==> config.mk <==
export PLATFORM = sky130hd
export DESIGN_NAME = gbc_out
export DESIGN_NICKNAME = d
export VERILOG_FILES = /design/src/rtl/gbc_pkg.sv /design/src/rtl/gbc_out.sv
export SDC_FILE = /design/constraint.sdc
export NUM_CORES = 1
export LEC_CHECK = 0
export ABC_CLOCK_PERIOD_IN_PS = 10450
export BUFFER_PORTS_ARGS = -buffer_cell sky130_fd_sc_hd__buf_2
export CORE_ASPECT_RATIO = 0.7
export CORE_MARGIN = 10
export CORE_UTILIZATION = 40
export DETAILED_ROUTE_END_ITERATION = 12
export RECOVER_POWER = 25
export SKIP_CTS_REPAIR_TIMING = 1
export SLEW_MARGIN = 40
export SYNTH_ARGS = -nofsm -noshare
export SYNTH_HDL_FRONTEND = slang
export SYNTH_SLANG_ARGS = --single-unit
==> constraint.sdc <==
create_clock -name aclk -period 10.45 [get_ports aclk]
set_input_delay 0 -clock aclk [delete_from_list [all_inputs] [get_ports aclk]]
set_output_delay 0 -clock aclk [all_outputs]
set_load 0.03 [all_outputs]
==> src/rtl/gbc_pkg.sv <==
// ----------------------------------------------------------------------------
// gbc_pkg
// Shared types, constants and constant tables for the gamma and brightness
// correction block.
// ----------------------------------------------------------------------------
package gbc_pkg;

    localparam int FRAC_BITS    = 30;
    localparam int LEVEL_W      = 8;
    localparam int GAMMA_W      = 16;
    localparam int OFFSET_W     = 8;
    localparam int OUT_W        = 16;
    localparam int CFG_IDX_W    = 8;
    localparam int CFG_DATA_W   = 16;
    localparam int D_W          = 33;   // log2 difference, Q30, below 8.0
    localparam int DEN_W        = 19;   // 5 * gamma
    localparam int NUM_W        = 47;   // D * 8192 + den / 2
    localparam int QUO_W        = 36;   // attenuation exponent T, Q30
    localparam int REM_W        = 19;
    localparam int N_W          = QUO_W - FRAC_BITS;
    localparam int Y_W          = FRAC_BITS + 1;
    localparam int LEVEL_MAX    = 255;
    localparam int GAMMA_FLOOR  = 410;
    localparam int OFFSET_LIMIT = 50;
    localparam int GAMMA_RESET  = 1638;

    // configuration register indexes
    typedef enum logic [CFG_IDX_W-1:0] {
        REG_RED_GAMMA    = 8'd0,
        REG_GREEN_GAMMA  = 8'd1,
        REG_BLUE_GAMMA   = 8'd2,
        REG_LEVEL_OFFSET = 8'd3
    } gbc_reg_idx_t;

    // pipeline control shared by all lanes
    typedef struct packed {
        logic advance;
        logic load;
    } gbc_lane_ctrl_t;

    typedef logic [D_W-1:0] d_table_t [256];
    typedef logic [Y_W-1:0] exp_rom_t [FRAC_BITS+1];

    // integer square root, evaluated at elaboration only
    function automatic logic [63:0] isqrt64(input logic [63:0] v);
        logic [63:0] res;
        logic [63:0] rem;
        logic [63:0] bit_w;
        res   = '0;
        rem   = v;
        bit_w = 64'h4000_0000_0000_0000;
        for (int j = 0; j < 32; j++) begin
            if (rem >= res + bit_w) begin
                rem = rem - (res + bit_w);
                res = (res >> 1) + bit_w;
            end else begin
                res = res >> 1;
            end
            bit_w = bit_w >> 2;
        end
        return res;
    endfunction

    // 2^-(2^-i) in Q30 for i >= 1; entry 0 holds 1.0
    function automatic exp_rom_t build_exp_rom();
        exp_rom_t    rom;
        logic [63:0] c;
        rom[0] = Y_W'(64'd1 << FRAC_BITS);
        c = isqrt64(64'd1 << 59);
        rom[1] = Y_W'(c);
        for (int i = 2; i <= FRAC_BITS; i++) begin
            c = isqrt64(c << FRAC_BITS);
            rom[i] = Y_W'(c);
        end
        return rom;
    endfunction

    // log2 of 1..255 in Q30 by repeated squaring
    function automatic logic [63:0] log2_q(input int v);
        int          k;
        logic [63:0] x;
        logic [63:0] frac;
        k    = 0;
        frac = '0;
        for (int b = 1; b < 8; b++) begin
            if ((v >> b) != 0) k = b;
        end
        x = 64'(v) << (FRAC_BITS - k);
        for (int i = 0; i < FRAC_BITS; i++) begin
            x    = (x * x) >> FRAC_BITS;
            frac = frac << 1;
            if (x >= (64'd2 << FRAC_BITS)) begin
                x    = x >> 1;
                frac = frac | 64'd1;
            end
        end
        return (64'(k) << FRAC_BITS) | frac;
    endfunction

    // log2(255) - log2(level), level zero handled separately
    function automatic d_table_t build_d_table();
        d_table_t    tab;
        logic [63:0] top;
        top    = log2_q(LEVEL_MAX);
        tab[0] = '0;
        for (int v = 1; v < 256; v++) begin
            tab[v] = D_W'(top - log2_q(v));
        end
        return tab;
    endfunction

    localparam d_table_t D_TABLE = build_d_table();
    localparam exp_rom_t EXP_ROM = build_exp_rom();

endpackage

==> src/rtl/gbc_out.sv <==
// ----------------------------------------------------------------------------
// gbc_out
// Merges the three lane results into one transaction, with an output
// register and a skid register toward the result channel.
// ----------------------------------------------------------------------------
module gbc_out (
    input  logic                       aclk,
    input  logic                       aresetn,
    input  logic [2:0]                 lane_valid,
    input  logic [gbc_pkg::OUT_W-1:0]  red_res,
    input  logic [gbc_pkg::OUT_W-1:0]  green_res,
    input  logic [gbc_pkg::OUT_W-1:0]  blue_res,
    output logic                       advance,
    output logic                       m_valid,
    input  logic                       m_ready,
    output logic [gbc_pkg::OUT_W-1:0]  m_red_out,
    output logic [gbc_pkg::OUT_W-1:0]  m_green_out,
    output logic [gbc_pkg::OUT_W-1:0]  m_blue_out
);

    logic                      out_valid_reg;
    logic                      skid_valid_reg;
    logic [3*gbc_pkg::OUT_W-1:0] out_data_reg;
    logic [3*gbc_pkg::OUT_W-1:0] skid_data_reg;
    logic                      in_valid;
    logic                      out_free;

    // lanes run in lock step
    assign in_valid = &lane_valid;
    assign advance  = !skid_valid_reg;
    assign out_free = !out_valid_reg || m_ready;

    always_ff @(posedge aclk) begin
        if (!aresetn) begin
            out_valid_reg  <= 1'b0;
            skid_valid_reg <= 1'b0;
        end else begin
            if (skid_valid_reg) begin
                if (m_ready) begin
                    skid_valid_reg <= 1'b0;
                end
            end else if (in_valid) begin
                if (out_free) begin
                    out_valid_reg <= 1'b1;
                end else begin
                    skid_valid_reg <= 1'b1;
                end
            end else if (m_ready) begin
                out_valid_reg <= 1'b0;
            end
        end
    end

    // payload moves
    always_ff @(posedge aclk) begin
        if (skid_valid_reg) begin
            if (m_ready) begin
                out_data_reg <= skid_data_reg;
            end
        end else if (in_valid) begin
            if (out_free) begin
                out_data_reg <= {red_res, green_res, blue_res};
            end else begin
                skid_data_reg <= {red_res, green_res, blue_res};
            end
        end
    end

    assign m_valid     = out_valid_reg;
    assign m_red_out   = out_data_reg[3*gbc_pkg::OUT_W-1:2*gbc_pkg::OUT_W];
    assign m_green_out = out_data_reg[2*gbc_pkg::OUT_W-1:gbc_pkg::OUT_W];
    assign m_blue_out  = out_data_reg[gbc_pkg::OUT_W-1:0];

endmodule

==> run_results.csv <==
group,metric,value,unit
sta,fin_crit,1.937,ns
worst_setup_path,worstSetupPathType,"flip-flop to flip-flop",
floorplanning,dieArea,13890,sq um
synthesis,yosys.area.top_type,"edfxtp_1",
route,firstDrtPassIters,4,
global_route,grt_pass1_wl,10.59,mm
sta,finalSetupTns,0,ns
power_and_ir_drop,irDropWorstVdd,0.0001164,V
worst_setup_path,worstPathRequired,10.42,ns
layout,final_util,0.5629,
synthesis,yosysTopAreaCellShare,0.7569,
synthesis,synth-seq-area-share,0.7674,
layout,layout-drive-gt1-share,0.3404,
run_status,outcome,"completed",
layout,area_delta_synth_final,35.68,%
sta,fmax,516.4,MHz
worst_setup_path,worstSetupStartpointType,"flip-flop",
route,via_per_inst,4.422,
floorplanning,row_count,29,
clock_network,htreeDepth,3,
clock_network,cts_root_buffer,"clkbuf_16",
route,drtIter0Drc,66,
global_route,grt_pass1_vias,1906,
power_and_ir_drop,powerDensity,164.4,nW/um^2
worst_setup_path,end_kind,"flip-flop",
sta,maxSlewHeadroom,0.5800,
floorplanning,core_area,9180,sq um
worst_setup_path,path_max_fanout,48,
worst_setup_path,crit_chain,"buf_12 -> o22a_4",
hold_path,hold_path_class,"input pin to flip-flop",
clock_network,tritoncts,"yes",
route,antenna_left,0,
synthesis,synth_nets,217,
synthesis,avgSynthCellArea,23.37,sq um
floorplanning,start_util,0.4149,
route,post-route-drc-count,0,
sta,rsz0062_at_grt,"false",
clock_network,cts_buffers,9,
synthesis,ys_ff_latch,98,
route,routed_wl,7.503,mm
place,gp_congestion,0.7224,
synthesis,postSynthCellCount,163,
global_route,grt_max_degree,49,
sta,slew_viol_final,0,
layout,antennaDiodeCount,0,
synthesis,synthTopCellsByArea,"edfxtp_1 76%, mux2_4 19%, buf_12 2.1%",
synthesis,synthesis.area,3809,sq um
clock_network,insertion_delay,0.34,ns
route,avgRoutedWirePerCell,16.56,microns
clock_network,clock-sinks,98,
floorplanning,dieHeight,101.6,microns
global_route,overflow,0,
sta,hold_viol,0,
clock_network,clk_pin_slew_worst_paths,0.07,ns
place,port-buffer-count,103,
floorplanning,io_pins,104,
global_route,track_usage,0.1006,
worst_setup_path,slowest_delay,0.65,ns
sta,finalSetupViolCount,0,
job,max_cap_viol_count,0,
power_and_ir_drop,power_leakage,0.001861,uW
sta,tightestPinTransition,0.6300,ns
worst_setup_path,arrival,1.91,ns
worst_setup_path,rrSetupSlack,8.51,ns
worst_setup_path,slowest_stage,"dfxtp_4",
power_and_ir_drop,power,849.6,uW
place,place_hpwl,5.038,mm
layout,fill_cells,718,
route,dr_total_vias,2003,
synthesis,ys_types,17,
layout,finalNetCount,378,
synthesis,yosys_warnings,0,
sta,fin_skew,0.006951,ns
global_route,antenna_found_initial,0,
sta,fin_crit_sh,0.1853,
clock_network,clock_path_buffers,2,
floorplanning,dieWidth,136.6,microns
-- cell usage in the layout, fill, tap and decap left out, drive strengths merged, types with 2 or more instances in the layout --
cell type and instances:
clkinv 3, dfxtp 2, bufinv 2, buf 46, clkbuf 69, inv 3
dlygate4sd3 50, edfxtp 96, mux2 48, nand2b 2
-- power by group --
part	internal (uW)	switching [uW]	total, uW
Clock	210	137	346
Sequential	439	2.09	441
Combinational	33.1	29.0	62.0
Total	682	168	850
-- logic make-up (layout without fill, tap and decap cells) --
group | Yosys count | count (layout) | synth area share
compound gates | 3 | 3 | 0.005585
buf+inv | 7 | 173 | 0.02891
simple gates | 7 | 7 | 0.009854
mux | 48 | 48 | 0.1882
flops | 98 | 98 | 0.7674
-- worst max-delay path: cells and delay by family (launching register included) --
family                 cells  cell delay [ns]
DFF                        1             0.65
buffers and inverters      1             0.30
AOI/OAI and AO/OA          1             0.61
-- cells in the mapped netlist --
cell and count:
o22a_1 1, nand2b_1 2, mux2_4 47, nand2_1 1, buf_8 1, nor3_1 1, dfxtp_1 2, inv_1 1
edfxtp_1 96, buf_6 1, nor2b_1 1, and3_1 1, a21oi_1 1, mux2_2 1, a22oi_1 1, buf_12 4
nor2_1 1
-- path summary, 6_finish.rpt --
check / startpoint / to / cells after the start
worst max-delay path: skid_valid_reg / out_data_reg[45] / 2
worst max register to register: skid_valid_reg / out_data_reg[45] / 2
worst min register to register: skid_data_reg[3] / out_data_reg[3] / 1
worst min-delay path: lane_valid[1] / skid_valid_reg / 4
-- layout make-up --
| type | instances | area, sq um | share of cell area |
|---|---|---|---|
| clock inverters | 7 | 91.34 | 0.01768 |
| repair buffers | 156 | 975.9 | 0.1889 |
| flip-flops and latches | 98 | 2927 | 0.5663 |
| inverters | 1 | 3.754 | 0.0007264 |
| multi-input cells | 58 | 789.5 | 0.1528 |
| clock buffers | 9 | 225.2 | 0.04358 |
| well taps | 124 | 155.1 | 0.03002 |
-- stage by stage --
stage          area [sq um]  setup WS, ns  hold slack [ns]  cells
2_1_floorplan          3809         6.015          0.09887    163
3_5_place_dp           4425         8.480           0.1963    387
3_3_place_gp           4398         7.997           0.1962    386
5_1_grt                5167         8.381           0.1644    453
6_report               5167         8.513           0.1446    453
4_1_cts                4742         8.464          -0.1616    403
-- layer usage --
layer  vias to the layer above  track usage  share of wire
met1                       946       0.1251           0.44
li1                        966            -              -
met5                         -            0              0
met4                         0      0.03429         0.0096
met2                        82       0.1450           0.45
met3                         9      0.05589           0.11
(Power assumes the default switching activity.)
